### config.mk
export PLATFORM = sky130hd
export DESIGN_NAME = bfa_ram
export DESIGN_NICKNAME = d
export VERILOG_FILES = /design/src/hdl/assert_macros.svh /design/src/hdl/bfa_ram.sv
export SDC_FILE = /design/constraint.sdc
export NUM_CORES = 2
export LEC_CHECK = 0
export ABC_CLOCK_PERIOD_IN_PS = 6800
export BUFFER_PORTS_ARGS = -buffer_cell sky130_fd_sc_hd__buf_2
export CAP_MARGIN = 20
export CORE_MARGIN = 8
export CORE_UTILIZATION = 50
export CTS_BUF_LIST = sky130_fd_sc_hd__clkbuf_8
export DETAILED_ROUTE_END_ITERATION = 10
export PLACE_DENSITY = 0.7
export SLEW_MARGIN = 20
export SYNTH_ARGS = -nofsm -noshare
export SYNTH_HDL_FRONTEND = slang
export SYNTH_SLANG_ARGS = --single-unit
### constraint.sdc
create_clock -name clk -period 6.8 [get_ports clk]
set_input_delay 1.36 -clock clk [delete_from_list [all_inputs] [get_ports clk]]
set_output_delay 1.36 -clock clk [all_outputs]
set_load 0.05 [all_outputs]
### src/hdl/assert_macros.svh
// Assertion macros shared by the frame allocator RTL.
`ifndef ASSERT_MACROS_SVH
`define ASSERT_MACROS_SVH
`ifndef SYNTHESIS
// Check that expr holds at every clock edge out of reset.
`define BFA_ASSERT(lbl, expr, msg) \
  lbl: assert property (@(posedge clk) disable iff (!rst_n) (expr)) else $error(msg);
// Check that cons holds in the cycle after ante.
`define BFA_ASSERT_NEXT(lbl, ante, cons, msg) \
  lbl: assert property (@(posedge clk) disable iff (!rst_n) (ante) |=> (cons)) else $error(msg);
`else
`define BFA_ASSERT(lbl, expr, msg)
`define BFA_ASSERT_NEXT(lbl, ante, cons, msg)
`endif
`endif

### src/hdl/bfa_ram.sv
// Generic single-port-write, registered-read RAM.
`timescale 1ns / 1ps
module bfa_ram #(
  parameter int WIDTH = 32,
  parameter int DEPTH = 128
) (
  input  logic                     clk,
  input  logic                     we,
  input  logic [$clog2(DEPTH)-1:0] waddr,
  input  logic [WIDTH-1:0]         wdata,
  input  logic [$clog2(DEPTH)-1:0] raddr,
  output logic [WIDTH-1:0]         rdata
);

  logic [WIDTH-1:0] mem [DEPTH];

  always_ff @(posedge clk) begin
    if (we) begin
      mem[waddr] <= wdata;
    end
    rdata <= mem[raddr];
  end

endmodule

== Yosys cells after proc, flatten, opt, wreduce, memory -nomap -nowiden ==
Memory sizes are Yosys's and may differ from the RTL's. A register that Yosys moved wholly into a read port is not among the register bits.
Cells that the tools add are included.
Widths: inputs -> output; s select.

* Bits in registers: 0
* Bits in latches: 0
* Bits in writable memories: 4096
* ROM bits: 0
* Bits of input ports: 48
* Output and inout port bits: 32
* Logic and storage cells: 3
* Memories: 1

* $add $sub $neg: 0
* Multiply operators: 0
* Div/mod/pow operators: 0
* Order comparisons: 0
* Equality and inequality tests: 0
* Shift operators: 0
* Mux-type cells: 2
* Bitwise operators: 0
* Reduce and logical (&&, ||, !) cells: 0

{| class="wikitable"
|+ Memory list
! memory !! words !! width !! read ports !! clocked after memory_dff !! write ports !! line !! RTL
|-
| mem || 128 || 32 || 1 || 1 || 1 || bfa_ram.sv:15 || <nowiki>logic [WIDTH-1:0] mem [DEPTH];</nowiki>
|}

{| class="wikitable"
|+ Operators by type and width
! kind !! count
|-
| $mux 1 || 2
|}

== Logic depth before layout (Yosys ltp) ==
* Depth after elaboration: 2
* Gate-level depth with buffers: 8
* Mapped depth without buffers: 4

== Worst setup path after synthesis ==
OpenSTA, ideal clock, no wires.

* Path type: input-to-reg
* Start point: input port we
* End point: memory mem[98][0] (enable)
* Setup time: 461 ps
* Arrival: 4138 ps
* Required time: 6339 ps
* Slack: 2201 ps
* Stages on the path: 3
* Buffers on the path: 1
* Cell sequence: clkbuf_1 -> nand4_1 -> nor3_1

* Word-level cells in the longest chain between the ends: 2

{| class="wikitable"
|+ Ends and longest elaborated chain
! element !! line !! RTL
|-
| start: declaration || bfa_ram.sv:8 || <nowiki>input logic we,</nowiki>
|-
| $mux 1 || bfa_ram.sv:18 || <nowiki>if (we) begin</nowiki>
|-
| $mux 1 (implied by the code) || bfa_ram.sv:19 || <nowiki>mem[waddr] <= wdata;</nowiki>
|-
| end: declaration || bfa_ram.sv:15 ||
|}

No other way between the ends.

==> summary by stage <==
GRT
The first-pass GRT wire length is 572 mm. The routing usage on met3 is under 10%. The maximum number of pins on one net before global-route repair is ~120. The initial antenna violation count is 67.

In the global route stage, met1 resource usage came out at about a third. For this run, the total global-route usage over all layers was measured as 24.7%. The via count of the first global-routing pass is 73595. met2 is the most crowded layer. The total overflow left after global routing is 0. In the global route stage, met2 resource usage came out at 38.4%.

Min path
The launch instance of the worst min-delay path is wdata[13]. The number of stages on the worst hold path is 1. The hold-critical path endpoint is mem[108][13].

The min-delay analysis places its worst path in the category in -> reg.

Logic synthesis
The number of synthesized register bits is 4128. The share of the synthesized area in the top cell type is 78.7%. After synthesis, the cell types taking the most area are edfxtp_1, mux4_2, clkbuf_1. Averaged over all synthesized cells, the footprint is 26.1 sq um. Yosys printed 0 warnings. Synthesis handed over a netlist of around 6000 instances.

The post-synthesis net count is between 6000 and 7000. The total standard cell area after synthesis is ~160000 sq um. The count of distinct cell types in the synthesized netlist is 17. The post-synthesis sequential area ratio is roughly four fifths. The largest total area in the synthesized netlist belongs to edfxtp_1.

Worst setup path
The critical path is of the in -> reg type. The startpoint of the worst setup timing path is raddr[0]. In this run the worst path has a maximum fanout of 73. The signal arrival time at the worst endpoint is roughly 4800 ps. The worst setup path is captured at a flop.

For the worst flop-to-flop path, the logic depth is 4. The worst register-to-register path ends at rdata[26]. The required time of the critical path is 7720 ps. The reg-to-reg startpoint is mem[5][26]. STA classifies the critical path startpoint as an input pin. The slack of the worst reg-to-reg path is 3970 ps.

Finish
The top cell types in the final layout, fill and taps aside, are edfxtp_1, mux4_2, clkbuf_8. The post-layout net count is ~6700. The area growth from synthesis to layout is 12.7%.

The layout has 21897 filler cells. The most common cell after layout, fill and taps aside is edfxtp_1. Cells with a size suffix above 1 make up between 30% and 40% of the layout.

The final core utilization is 56.6%.

Clock network
In this run, CTS created clock tree buffers numbering between 600 and 700. At the later pin of the worst-skew pair, clock insertion delay measures around 1100 ps. The H-tree was split into 6 levels. TritonCTS built the clock tree. The post-cts sizing count is 0. No sink is reached through more buffers than the 4 on the longest clock path. For this design, the sink count on the clock tree is 4128. After clock tree synthesis, the flow added hold-fix buffers numbering 0. Clock-pin slew was measured on the worst setup and hold paths at 60 ps.

Post-CTS timing repair inserted 0 buffers for setup. In this run the clock root is driven by a clkbuf_8.

Route
In this run, the number of DRC markers left after iteration 0 of detailed routing was approximately 11000. The total vias in the final route is between 70000 and 80000. In this run the remaining antenna-violating nets after routing total 0. Dividing the detail-routed via count by the number of cells gives around 6.4. In the final routed layout, each cell accounts on average for 36.2 um. The routed design has a little over 400 mm of wire. The count of TritonRoute iterations in the first routing pass is 5. After detailed routing, the number of remaining DRC violations is 0.

Timing
At the pin with the least slew margin, the transition time is 1190 ps. The final hold violation count is 0. The achievable clock frequency is 256 MHz. The relative max-transition margin is 20.5%. The final count of pins violating max slew is 0. Setup repair after global routing left no endpoint under its margin. For the finished layout, the period the worst path requires is approximately 3900 ps.

In the finished design, the share of the clock period the worst path needs comes to 57.4%. The final total negative setup slack is 0 ps. The worst clock skew is roughly 71 ps. Setup violations remaining at the end of the flow were counted as 0.

Power and ir drop
The leakage power is 54.7 nW. For this design the ratio of total power to cell area is 284 nW/um^2. IR analysis of the VDD net gives a maximum drop of approximately 0.18 mV.

Floorplanning
The starting density of the core is between 50% and 60%. The die height is roughly 580 um. The total I/O pin count is 80. The floorplan step defined a die boundary enclosing 331000 sq um. The floorplan has 205 rows. The area of the placeable core is slightly above 300000 sq um. The die width is roughly 580 um.

Placed design
The placer's final routability congestion estimate is between 0.8 and 0.9. Port buffering added between 70 and 80 buffers. The half-perimeter wire length after placement is between 200 and 250 mm.

Flow run
The number of maximum-capacitance constraint violations is 0.

Outcome
The flow ran to the end, and the final reports show no timing, DRC or antenna violations.
## where the power goes
| group | internal [mW] | leakage (nW) | switching (mW) |
|---|---|---|---|
| registers | 28.1 | 37.1 | 0.166 |
| logic | 1.04 | 10.9 | 1.76 |
| clock network | 9.41 | 6.71 | 9.55 |
## final cells by class
class	instances	area [sq um]	area share, %
antenna	84	210	0.119
multi-input combinational	1546	32300	18.3
clock buffer	658	9060	5.14
clock inverter	454	2350	1.34
timing repair buffer	379	3390	1.92
sequential	4128	124000	70.2
tap	4140	5180	2.94
## cell families after synthesis
group,Yosys count,share of synthesized area (%)
flops,4128,79.1
simple gates,170,0.446
mux,1376,19.6
buf+inv,316,0.839
## synthesized netlist by cell type, drive strengths merged
master	n
mux2	32
nor3	9
nand4	3
edfxtp	4096
clkbuf	182
nor2b	7
dfxtp	32
buf	134
nand2	14
nand3	12
or3	1
mux4	1344
nand2b	2
nor2	122
## through the flow
step           std cells  setup WS, ps  hold slack (ps)  total power, mW  area, sq um
2_1_floorplan       5990          2200             1070             30.2       156000
4_1_cts            11304          2980              499             50.2       176000
3_5_place_dp       10192          1840             1110             31.6       164000
6_report           11389          2890              616             50.0       176000
5_1_grt            11370          2840              587             51.4       176000
3_3_place_gp       10185          1820             1110             31.5       164000
## worst max-delay path by stage
stage | slack [ps] | cells past startpoint | to
after floorplan | 2200 | 3 | mem[98][0]
after global routing | 2840 | 6 | rdata[22]
after detailed placement | 1840 | 7 | rdata[7]
after CTS | 2980 | 6 | rdata[18]
after global placement | 1820 | 7 | rdata[7]
final | 2890 | 6 | rdata[18]
## metal layers
metal / part of all wire (%) / wire (um)
met1: 36 / 149000
met2: 47 / 195000
met3: 12 / 49100
met4: 4.8 / 19700
met5: 0.052 / 214
## worst max-delay path: stages
cell    delay, ps
buf_12        510
buf_12        460
mux4_2        580
mux4_2        670
mux4_2        650
mux2_2        310
## registers in the layout, indices dropped and copies added (netlist names)
register	count
rdata	32
mem	4096
Note: power is estimated with default switching activity, not from simulation.
