--- src/hdl/assert_macros.svh ---
// Assertion macros shared by the frame allocator RTL.
`ifndef ASSERT_MACROS_SVH
`define ASSERT_MACROS_SVH
`ifndef SYNTHESIS
// Check that expr holds at every clock edge out of reset.
`define BFA_ASSERT(lbl, expr, msg) \
  lbl: assert property (@(posedge clk) disable iff (!rst_n) (expr)) else $error(msg);
// Check that cons holds in the cycle after ante.
`define BFA_ASSERT_NEXT(lbl, ante, cons, msg) \
  lbl: assert property (@(posedge clk) disable iff (!rst_n) (ante) |=> (cons)) else $error(msg);
`else
`define BFA_ASSERT(lbl, expr, msg)
`define BFA_ASSERT_NEXT(lbl, ante, cons, msg)
`endif
`endif

--- src/hdl/bfa_pkg.sv ---
// Package: sizes, codes and shared types of the bitmap frame allocator.
`timescale 1ns / 1ps
package bfa_pkg;

  localparam int FRAME_COUNT = 4096;
  localparam int FRAME_BYTES = 4096;  // power of two

  localparam int ADDR_W      = 32;
  localparam int OP_W        = 2;
  localparam int STATUS_W    = 2;
  localparam int WORD_W      = 32;
  localparam int BIT_W       = 5;
  localparam int MAP_WORDS   = (FRAME_COUNT + WORD_W - 1) / WORD_W;
  localparam int WADDR_W     = (MAP_WORDS > 1) ? $clog2(MAP_WORDS) : 1;
  localparam int FRAME_IDX_W = WADDR_W + BIT_W;
  localparam int LIM_W       = FRAME_IDX_W + 1;
  localparam int FRAME_SHIFT = $clog2(FRAME_BYTES);

  // Frames whose start address fits in the address space, capped at the map size.
  localparam longint unsigned ADDR_SPAN   = 64'd1 << ADDR_W;
  localparam longint unsigned SPAN_FRAMES = (ADDR_SPAN + FRAME_BYTES - 1) / FRAME_BYTES;
  localparam longint unsigned USABLE_FRAMES =
    (SPAN_FRAMES < FRAME_COUNT) ? SPAN_FRAMES : FRAME_COUNT;
  localparam logic [LIM_W-1:0] USABLE_LIM = LIM_W'(USABLE_FRAMES);

  typedef enum logic [OP_W-1:0] {
    OP_ALLOC = 2'd0,
    OP_FREE  = 2'd1,
    OP_QUERY = 2'd2,
    OP_INIT  = 2'd3
  } op_t;

  typedef enum logic [STATUS_W-1:0] {
    ST_DONE    = 2'd0,
    ST_NO_FREE = 2'd1,
    ST_RANGE   = 2'd2
  } status_t;

  typedef enum logic [2:0] {
    S_IDLE,
    S_SCAN,
    S_RMW,
    S_INIT,
    S_FIN
  } state_t;

  // Result of the shared word unit for one map word.
  typedef struct packed {
    logic              found;
    logic [BIT_W-1:0]  bit_idx;
    logic [WORD_W-1:0] set_word;
    logic [WORD_W-1:0] lim_mask;
  } word_res_t;

endpackage

--- src/hdl/bfa_word_unit.sv ---
// Shared word unit: limit mask, lowest free frame search and set-bit word.
`timescale 1ns / 1ps
module bfa_word_unit (
  input  logic [bfa_pkg::WORD_W-1:0]  word,
  input  logic [bfa_pkg::WADDR_W-1:0] word_idx,
  input  logic [bfa_pkg::LIM_W-1:0]   limit,
  output bfa_pkg::word_res_t          res
);
  import bfa_pkg::*;

  logic [LIM_W:0]      base;
  logic [LIM_W:0]      lim_ext;
  logic [WORD_W-1:0]   mask;
  logic [WORD_W-1:0]   free_bits;
  logic                found;
  logic [BIT_W-1:0]    bit_idx;

  // Bits of this word whose frame number lies below limit.
  always_comb begin
    base    = (LIM_W + 1)'({word_idx, {BIT_W{1'b0}}});
    lim_ext = (LIM_W + 1)'(limit);
    if (lim_ext >= base + (LIM_W + 1)'(WORD_W)) begin
      mask = '1;
    end else if (lim_ext <= base) begin
      mask = '0;
    end else begin
      mask = (WORD_W'(1) << limit[BIT_W-1:0]) - WORD_W'(1);
    end
  end

  // Lowest free usable bit: walk down so the lowest hit wins.
  always_comb begin
    free_bits = ~word & mask;
    found     = |free_bits;
    bit_idx   = '0;
    for (int b = WORD_W - 1; b >= 0; b--) begin
      if (free_bits[b]) begin
        bit_idx = BIT_W'(b);
      end
    end
  end

  assign res.found    = found;
  assign res.bit_idx  = bit_idx;
  assign res.set_word = word | (WORD_W'(1) << bit_idx);
  assign res.lim_mask = mask;

endmodule

--- config.mk ---
export PLATFORM = sky130hd
export DESIGN_NAME = bfa_word_unit
export DESIGN_NICKNAME = d
export VERILOG_FILES = /design/src/hdl/assert_macros.svh /design/src/hdl/bfa_pkg.sv /design/src/hdl/bfa_word_unit.sv
export SDC_FILE = /design/constraint.sdc
export NUM_CORES = 1
export LEC_CHECK = 0
export BUFFER_PORTS_ARGS = -buffer_cell sky130_fd_sc_hd__buf_2
export CAP_MARGIN = 20
export CORE_UTILIZATION = 40
export DETAILED_ROUTE_END_ITERATION = 7
export GPL_TIMING_DRIVEN = 0
export PLACE_DENSITY_LB_ADDON = 0.12
export RECOVER_POWER = 100
export SYNTH_ARGS = -nofsm -noshare
export SYNTH_HDL_FRONTEND = slang
export SYNTH_SLANG_ARGS = --single-unit
--- constraint.sdc ---
create_clock -name vclk -period 13.89
set_input_delay 2.0835 -clock vclk [all_inputs]
set_output_delay 2.0835 -clock vclk [all_outputs]
set_load 0.03 [all_outputs]
Word level (Yosys, flattened, before mapping)
Cells that the tools add are included.
- output and inout port bits: 70
- word-level logic and storage cells: 44
- register bits: 0
- bits of input ports: 52
- mux-type cells: 34
- reductions and logical operators: 1
- $add $sub $neg: 2
- order comparisons: 2
- bitwise operators: 3
- shift operators: 2
- operators by type and width (cell ; count):
    5-bit 2-to-1 mux ; 32
    32-bit 2-to-1 mux ; 2
    1-bit by 5-bit left shift with 32-bit output (first input constant) ; 2
    32-bit bitwise AND ; 1
    32-bit NOT ; 1
    32-bit bitwise OR ; 1
    32-bit OR reduction ; 1
    32-bit by 2-bit subtractor with 32-bit output (second input constant) ; 1
    12-bit by 6-bit adder with 13-bit output (second input constant) ; 1
    13-bit >= comparator ; 1
    13-bit by 12-bit less-or-equal comparator with 1-bit output ; 1

Logic depth before layout (Yosys ltp)
Gate-level depths: netlist of run 1.
- word-level depth: 39
- gate-level depth with buffers: 18
- depth with buffers taken out: 17

Least setup slack after synthesis of run 1
Ideal clock, no wire load.
- kind: input to output
- start: input port limit[1] (netlist name)
- end: output port res[32] (netlist name)
- arrival time: 6.842 ns
- cell stages on the path: 15
- data required time: 11.806 ns
- path slack: 4.965 ns
- buffers on the path: 3
- cell sequence: buf_2 -> buf_1 -> nor2_1 -> nand3_1 -> ha_1 -> clkbuf_1 -> nor4bb_1 -> nor2_1 -> o32a_1 -> o31ai_1 -> a21boi_1 -> a221o_1 -> a221o_1 -> o21a_1 -> o41ai_1
- RTL lines (item ; RTL line ; text):
    start: declaration ; bfa_word_unit.sv:6 ; input logic [bfa_pkg::LIM_W-1:0] limit,
    end: declaration ; bfa_word_unit.sv:7 ; output bfa_pkg::word_res_t res

==> summary by stage, run 1 <==
STA
The final total negative setup slack is 0 ps. Setup repair after global routing left no endpoint under its margin. The final critical delay including setup and external delays is 11000 ps.

The highest attainable clock frequency is 90.9 MHz. The number of setup violations in the final report is 0. The number of hold violations in the final report is 0. Final hold analysis gives a worst-case slack of 4530 ps. After layout, the worst path uses 79.2% of the clock period. The count of pins over their slew limit is 10. For the pin with the worst max-slew slack, the measured transition is 1880 ps. Across all setup checks in the final design, the least slack found is 2890 ps. The relative slew slack is -27.1%.

Layout
The finished cells cover 0.00325 sq mm. The clock buffer count is 0. In the final layout, flip-flops and latches occupy 0 sq um.

The number of antenna diodes in the final layout is 0. The leading cell type in the layout, fill and taps excluded is buf_2. From synthesis to final layout, the design area changed by 20.1%.

The number of nets in the final layout is 591. In the final layout, the share of cells above drive strength 1 is 22.3%. The number of flip-flops and latches is 0. The count of fill cells added during filler insertion is 698.

In the layout the commonest cells are 87 x buf_2, 60 x clkbuf_1, 52 x inv_1, 33 x o21ai_0, 31 x nor2_1.

Place
Once placement finished, the instance area stood at 0.00340 sq mm. Summed over all nets, the half-perimeter wirelength after detailed placement is 8.89 mm. The number of port buffers is 121. Timing analysis after detailed placement gives a worst setup slack of 5000 ps.

The global placer's final weighted congestion is 0.970.

Synth
The post-synthesis instance area is 0.00270 sq mm. For this run, the register share of the synthesized area comes to 0%. The largest family of logic cells by synthesized area is compound AO/OA/AOI/OAI gates. The net count after synthesis is 468. The area share of fa/ha/maj cells after synthesis is 7.87%. During synthesis, Yosys emitted a total of 0 warnings. Of the total synthesized cell area, the portion taken by AND, OR, NAND and NOR gates is 23.9%. After synthesis, the cell types taking the most area are ha_1 7.9%, o41ai_2 7.2%, inv_1 7.1%. The synthesized netlist devotes 1.94% of its cell area to XOR and XNOR gates. The distinct cell type count of the synthesized netlist is 78. The area share of the largest cell type after synthesis is 7.87%. Counting every instance in the synthesized netlist gives 399. The mux share of post-synthesis cell area is 0%.

The largest total area in the synthesized netlist belongs to ha_1. Summing the areas of all compound-gate instances in the mapped netlist gives 53.2% of the synthesized area. The average instance in the mapped netlist occupies 6.77 sq um.

Floorplanning
The I/O pin total is 122. After floorplanning, the core was divided into 29 placement rows. The die covers 0.00709 sq mm.

The die extent in y is 84.2 um. The die is 84.2 um wide. The initial standard-cell utilization of the core is 42.1%. The region available for standard cell placement spans 0.00642 sq mm.

Global routing
The pin count of the biggest net entering global routing is 11. The total congestion overflow is 0. The number of antenna violations at the first check in global routing was 0. The first global-routing pass estimated 17.0 mm of wire. The all-layer global routing usage is 29.0%. The number of global-route vias before repair is 3319.

Critical path
The worst setup path is of the in2out kind. The data arrival at the endpoint of the critical path is 8920 ps. In this run the worst path has a maximum fanout of 10.

The longest individual stage delay on the worst path is 1530 ps. The kind of cell adding the most delay to the critical path is compound AO/OA/AOI/OAI gates. The number of buffer and inverter instances along the worst setup path is 6.

The sort of element at the start of the critical path is an input pin. Traced cell by cell, the critical path runs through buf_2, nand3_1, nor3_1, nand3_1, ha_1, a211oi_1, o21ai_0, o311ai_0, clkinv_1, clkbuf_1, a31oi_1, o22ai_1, o21ai_0, a2111oi_2, a2bb2oi_1, inv_1, clkbuf_1, o41ai_1, clkbuf_1. The nature of the critical path endpoint is a primary output. The cell type of the slowest stage on the worst timing path is o311ai_0. The cell that appears most often on the critical path is clkbuf_1.

Data on the critical path is required at its endpoint by 11810 ps.

Min path
The hold-critical path endpoint is res[34]. Counting instances, the worst hold path has a depth of 3. The worst hold path belongs to the class in2out. The origin of the worst min-delay path is word[2].

Outcome
The checks that failed: design-rule violations, max-capacitance violations, max-slew violations. The run finished, with violations left.

Clock tree
The number of buffers inserted for hold repair after clock tree synthesis is 0. The number of gates resized after CTS is 0. After clock tree synthesis, the setup repair step added 0 buffers.

Route
After detailed routing, the number of remaining DRC violations is 24. Across all layers, the routed design uses 3646 vias. The average detailed-routed wire length per instance is 18.0 um. The detail-routed via count per cell is 6.11. For this run, the detailed router's first-pass iteration total came to 6. After detailed routing, the total wire length is 10.7 mm. The detail route stage leaves a number of antenna-violating nets equal to 0.

The DRC marker count from the first detailed-route iteration is 217.

Power and ir drop
For this design the static power due to leakage is 1.46 nW. The worst supply voltage drop on vdd is 0.0299 mV. For this design the ratio of total power to cell area is 69.2 mW/mm^2.

Run
The number of max-cap violations is 1.
==> power breakdown <==
group	switching [mW]	leakage, nW	internal (mW)	total [mW]
logic	0.162	1.46	0.0628	0.225
registers	0	0	0	0
clock network	0	0	0	0
==> area by class of cell <==
class	count	area (sq um)	share of cell area, %
Multi-Input combinational cell	316	2270	70.0
Buffer	28	124	3.82
Inverter	55	206	6.36
Tap cell	77	96.3	2.97
Timing Repair Buffer	121	548	16.9
==> stage by stage <==
step	total power, mW	std cells	utilization, %
global placement	0.232	597	53.0
global route	0.241	597	50.6
floorplan	0.167	399	-
finish	0.225	597	50.6
CTS	0.234	597	53.0
detailed placement	0.233	597	53.0
==> synth_stat cells, drive strengths merged, types with 3 or more instances <==
| master | count |
|---|---|
| inv | 55 |
| nor4 | 3 |
| o22ai | 6 |
| a2111oi | 5 |
| o31ai | 11 |
| nand4 | 4 |
| and2 | 4 |
| and3 | 3 |
| a31oi | 7 |
| clkbuf | 8 |
| or3 | 3 |
| o21bai | 3 |
| or2 | 7 |
| a211oi | 5 |
| nand2 | 20 |
| o32a | 3 |
| o211ai | 5 |
| o21a | 8 |
| a21oi | 24 |
| buf | 20 |
| a221o | 3 |
| nor3b | 4 |
| xnor2 | 6 |
| nor3 | 9 |
| nand3b | 3 |
| a21o | 6 |
| nand3 | 9 |
| ha | 17 |
| nor2 | 32 |
| o41ai | 19 |
| a41o | 8 |
| o32ai | 4 |
| nor2b | 3 |
| and3b | 3 |
| o21ai | 36 |
==> worst max path at each step <==
| stage | start | endpoint | depth (start not counted) | slack (ps) |
|---|---|---|---|---|
| floorplan | limit[1] | res[32] | 15 | 4960 |
| global placement | limit[1] | res[44] | 18 | 4960 |
| detailed placement | limit[1] | res[44] | 18 | 5000 |
| CTS | limit[1] | res[44] | 18 | 4980 |
| global route | word_idx[2] | res[61] | 18 | 2400 |
| finish | word_idx[2] | res[61] | 19 | 2890 |
==> kinds of logic (layout without fill, tap and decap cells) <==
logic type / count (synthesis) / after routing
AO/OA/AOI/OAI: 174 / 174
XOR/XNOR: 6 / 6
adder cells (fa/ha/maj): 17 / 17
buffers and inverters: 83 / 204
AND/OR/NAND/NOR: 119 / 119
==> per-layer routing <==
metal	share of wire (%)	vias to the layer above	track usage, %
met4	0.97	0	3.13
met3	6.7	12	1.87
met2	48	171	52.2
met1	45	1686	39.3
li1	-	1777	-
met5	0	-	0
No activity file was read; power rests on OpenSTA's default activity.
==> run 2, diff against run 1 <==
Clock period 13.89 ns to 9.9 ns, I/O delays scaled along.
==> summary by stage, run 2 (same netlist as run 1, synthesis figures left out) <==
Outcome
The run finished, with violations left. The checks that failed: design-rule violations.

Route
The routed wire length was 10.7 mm (-0.15%). The detailed-routed wire length on met2 was 5.13 mm (about the same). The wire length on met1 came to 4.79 mm (+0.17%). The detailed-route DRC error count is 24 (unchanged). The detail-routed via count per cell is 6.11 (about the same). The DRC marker count from the first detailed-route iteration came to 204 (-6.0%). The highest metal layer carrying signal wires in the routed design is met4. The average detailed-routed wire length per instance is 17.9 um (-0.15%). The via total after detailed routing is 3647 (+0.027%). The routed length on met3 is 696 um (-2.7%). The post-detailed-route count of antenna-violating nets is 0 (unchanged). The count of TritonRoute iterations in the first routing pass is 6 (unchanged).

STA
The final critical delay including setup and external delays is 8420 ps. The number of setup violations in the final report is 0 (unchanged). The number of hold violations in the final report came to 0 (unchanged). The share of the clock period used by the worst path after layout is 85.1%. The final total negative setup slack is 0 ps (unchanged). The actual slew at the worst max-slew pin is 875 ps (-1010 ps).

Setup repair after global routing left no endpoint under its margin. The relative slew slack is 40.1% (+67 points). The count of pins over their slew limit is 0 (-10). Static timing analysis puts the maximum clock frequency at 119 MHz.

Clock tree
The number of buffers inserted for hold repair after clock tree synthesis is 0 (unchanged). The number of buffers added for setup after CTS is 0 (unchanged). The number of gates resized after CTS is 0 (unchanged).

Min path
The hold-critical path endpoint is res[34]. In this run the most critical hold path is launched from word[2]. The classification of the worst-slack hold path is in2out. The cell depth of the worst hold path is 3 (unchanged).

Critical path
STA classifies the critical path startpoint as an input pin. The critical-path maximum fanout was 10 (unchanged). The longest individual stage delay on the worst path is 580 ps (-950 ps). The slowest stage of the critical path belongs to the cell a2bb2oi_1. The category of the most critical setup path is in2out. The data arrival at the endpoint of the critical path is 6940 ps (-1980 ps).

The critical path goes through buf_2, nand3_1, nor3_1, nand3_1, ha_1, a211oi_1, o21ai_0, o311ai_4, inv_1, clkbuf_1, a31oi_1, o22ai_1, o21ai_0, a2111oi_2, a2bb2oi_1, inv_1, clkbuf_1, o41ai_1, clkbuf_1. The required time at the endpoint of the critical path is 8420 ps (-3390 ps). The cell with the most instances on the worst path is clkbuf_1. The nature of the critical path endpoint is a primary output.

Power and ir drop
The worst supply voltage drop on vdd is 0.0419 mV (+40%). The power density over the cells is 96.8 mW/mm^2 (+40%). The standby leakage power is 1.47 nW (+0.79%).

Global routing
The number of antenna violations at the first check in global routing is 0 (unchanged). The pin count of the biggest net entering global routing is 11 (unchanged). The total congestion overflow came to 0 (unchanged).

The all-layer global routing usage is 29.0% (unchanged). The global-route wire length before repair is 17.0 mm (unchanged). The number of global-route vias before repair is 3319 (unchanged).

Place
The global placer's final weighted congestion was 0.970 (unchanged). The detailed placer's ending HPWL is 8.89 mm (unchanged). The number of port buffers is 121 (unchanged).

Floorplanning
The die footprint came to 0.00709 sq mm (unchanged). The width of the chip is 84.2 um (unchanged). The initial standard-cell utilization of the core is 42.1% (unchanged). The area of the core was 0.00642 sq mm (unchanged).

The floorplan row count is 29 (unchanged). The die extent in y is 84.2 um (unchanged). The I/O pin total was 122 (unchanged).

Run
The number of max-cap violations is 0 (-1).

Layout
The proportion of layout cells with a drive suffix above 1 is 22.9% (+0.58 points). The number of nets in the final layout came to 591 (unchanged). The area growth from synthesis to layout is 20.9%.

The antenna diode count is 0 (unchanged). The number of flip-flops and latches came to 0 (unchanged). The utilization after layout is 50.9% (+0.31 points). The library cell used most frequently in the layout, excluding fill and tap cells, is buf_2.

Leaving out fill and tap cells, the most frequent cells in the layout are 89 x buf_2, 59 x clkbuf_1, 53 x inv_1, 33 x o21ai_0, 31 x nor2_1. The clock buffer count is 0 (unchanged). The area occupied by registers is 0 sq um (unchanged).
==> run 2: cell count changes in the layout (fill, tap and decap cells not counted) <==
cell,delta
and2_1,-1
buf_2,+2
o311ai_4,+1
buf_1,-1
clkbuf_1,-1
o311ai_0,-1
inv_1,+1
and2_0,+1
clkinv_1,-1
==> run 2: critical path: cells and delay by family <==
| family | cells | cell delay [ps] |
|---|---|---|
| buffers and inverters | 6 | 1680 |
| adders and majority gates | 1 | 310 |
| AOI/OAI and AO/OA | 9 | 2890 |
| and+or+nand+nor | 3 | 530 |
==> run 2: how the worst max path moves through the flow <==
stage | start | end | slack (ps)
5_1_grt | word_idx[2] | res[61] | 1050
3_5_place_dp | limit[1] | res[44] | 2210
2_1_floorplan | limit[1] | res[32] | 2170
3_3_place_gp | limit[1] | res[44] | 2170
4_1_cts | limit[1] | res[44] | 2190
6_report | word_idx[2] | res[61] | 1480
==> run 2: per-layer routing <==
metal  global-route usage, %  vias up
met4                    3.13        0
met5                       0        -
met2                    52.2      165
met3                    1.87       11
li1                        -     1773
met1                    39.3     1698
==> run 2: cell type report <==
type | instances | area, sq um
Buffer | 28 | 124
Fill cell | 695 | 3160
Inverter | 55 | 206
Tap cell | 77 | 96.3
Multi-Input combinational cell | 316 | 2290
Timing Repair Buffer | 121 | 551
==> run 2: per-stage QoR <==
stage | hold WS [ps] | std cells | worst slack, ps | instance area (sq um) | power [mW]
3_3_place_gp | 3330 | 597 | 2170 | 3400 | 0.326
6_report | 3330 | 597 | 1480 | 3270 | 0.316
3_5_place_dp | 3330 | 597 | 2210 | 3400 | 0.327
5_1_grt | 3350 | 597 | 1050 | 3270 | 0.340
2_1_floorplan | 3120 | 399 | 2170 | 2700 | 0.234
4_1_cts | 3330 | 597 | 2190 | 3400 | 0.328
==> run 2: where the power goes <==
part           internal (mW)  switching [mW]
registers                  0               0
logic                 0.0890           0.227
clock network              0               0
==> run 3, diff against run 2 <==
Settings changed: CORE_UTILIZATION 40 to 46.
==> summary by stage, run 3 (same netlist as run 1, synthesis figures left out) <==
Outcome
The flow ran to the end, and the final reports show no timing, DRC or antenna violations.

Place
The global placer's final weighted congestion is 0.978 (+0.78%). The number of port buffers is 121 (unchanged). The detailed placer's ending HPWL is 8.68 mm (-2.3%).

The number of placed cells counting well taps is 592 (-0.84%).

Critical path
The kind of cell adding the most delay to the critical path is compound AO/OA/AOI/OAI gates. The data arrival at the endpoint of the critical path came to 7090 ps (+150 ps). The required time at the endpoint of the critical path is 8420 ps (about the same). The critical-path maximum fanout was 10 (unchanged). The category of the most critical setup path is in2out. The nature of the critical path endpoint is a primary output. The longest individual stage delay on the worst path came to 660 ps (+80 ps).

The worst setup path is launched from an input pin. The critical path goes through buf_2, nand3_1, nor3_1, nand3_1, ha_1, a211oi_1, o21ai_0, o311ai_4, inv_1, clkbuf_1, a31oi_1, o22ai_1, o21ai_0, a2111oi_2, a2bb2oi_1, inv_1, clkbuf_1, o41ai_1, clkbuf_1. The number of buffer and inverter instances along the worst setup path is 6 (unchanged). The most numerous cell type found on the critical path is clkbuf_1. The cell type of the slowest stage on the worst timing path is a2bb2oi_1.

Floorplanning
The I/O pin total is 122 (unchanged). The die footprint is 0.00619 sq mm (-13%). The area of the core is 0.00557 sq mm (-13%). The width of the chip is 78.7 um (-6.6%).

The initial standard-cell utilization of the core came to 48.5% (+6.4 points). The die extent in y is 78.7 um (-6.6%). The floorplan row count is 27 (-6.9%).

Layout
The area occupied by registers is 0 sq um (unchanged). The leading cell type in the layout, fill and taps excluded is buf_2. The antenna diode count came to 0 (unchanged).

The number of flip-flops and latches is 0 (unchanged). The top cell types in the final layout, fill and taps aside, are 86 x buf_2, 61 x clkbuf_1, 53 x inv_1, 33 x o21ai_0, 31 x nor2_1. The count of non-filler cells in the finished layout is 592 (-0.84%). The proportion of layout cells with a drive suffix above 1 is 22.7% (-0.19 points). The clock buffer count came to 0 (unchanged).

The utilization after layout came to 58.7% (+7.9 points). The number of nets in the final layout came to 591 (unchanged). The signed area change from the synthesized netlist to the final layout is 21.1%.

Clock tree
The number of buffers inserted for hold repair after clock tree synthesis is 0 (unchanged). The number of buffers added for setup after CTS is 0 (unchanged). The number of gates resized after CTS is 0 (unchanged).

Power and ir drop
The power density over the cells is 97.1 mW/mm^2 (+0.28%). The standby leakage power is 1.47 nW (about the same). The worst supply voltage drop on vdd is 0.0662 mV (+58%).

STA
The highest attainable clock frequency is 117 MHz (-1.8%). The number of setup violations in the final report is 0 (unchanged). The count of pins over their slew limit is 0 (unchanged). The share of the clock period used by the worst path after layout is 86.7% (+1.6 points).

The actual slew at the worst max-slew pin was 913 ps (+37.3 ps). The final critical delay including setup and external delays is 8580 ps (+156 ps). The number of hold violations in the final report is 0 (unchanged). The relative slew slack was 37.6% (-2.6 points). The final total negative setup slack is 0 ps (unchanged). Setup repair after global routing left no endpoint under its margin.

Global routing
The pin count of the biggest net entering global routing came to 11 (unchanged). The total congestion overflow is 0 (unchanged). The all-layer global routing usage is 33.6% (+4.5 points). The number of antenna violations at the first check in global routing is 0 (unchanged). The global-route wire length before repair is 16.7 mm (-1.3%). The number of global-route vias before repair is 3400 (+2.4%).

Route
The DRC marker count from the first detailed-route iteration came to 323 (+58%). The average detailed-routed wire length per instance is 17.8 um (-0.94%). The detailed-route DRC error count is 0 (-100%). The post-detailed-route count of antenna-violating nets is 0 (unchanged). The via total after detailed routing is 3729 (+2.2%). The count of TritonRoute iterations in the first routing pass is 5 (-1). The detail-routed via count per cell is 6.30 (+3.1%). The routed wire length came to 10.5 mm (-1.8%).

Min path
The classification of the worst-slack hold path is in2out.

Run
The number of max-cap violations is 0 (unchanged).
[run 3: cell count changes in the layout (fill, tap and decap cells not counted)]
cell,delta
buf_2,-3
o41ai_2,+3
o41ai_1,-3
o22ai_2,-1
o22ai_1,+1
buf_1,+1
clkbuf_1,+2
[run 3: cell type report]
class | count | area (sq um)
Fill cell | 619 | 2300
Timing Repair Buffer | 121 | 546
Buffer | 28 | 125
Inverter | 55 | 206
Multi-Input combinational cell | 316 | 2310
Tap cell | 72 | 90.1
[run 3: through the flow]
step	hold slack, ps	setup WS [ps]	total power [mW]	cell area [sq um]
detailed placement	3340	2300	0.325	3400
finish	3340	1320	0.318	3270
CTS	3340	2290	0.327	3400
global route	3370	972	0.342	3270
global placement	3330	2270	0.322	3400
floorplan	3120	2170	0.234	2700
[run 3: final timing paths]
path / end / cells past startpoint / slack [ps] / start
setup / recovery: res[61] / 19 / 1320 / word_idx[2]
hold / removal: res[52] / 3 / 3340 / word[20]
[run 3: power by group]
part	internal [mW]	total (mW)	switching, mW
registers	0	0	0
clock network	0	0	0
logic	0.0888	0.318	0.229
total	0.0888	0.318	0.229
[run 3: layer usage]
metal | GRT usage, % | up-vias | routed length [um]
li1 | - | 1781 | -
met1 | 46.0 | 1733 | 4590
met2 | 57.0 | 199 | 4880
met3 | 2.79 | 16 | 906
met4 | 6.11 | 0 | 137
met5 | 0 | - | 0
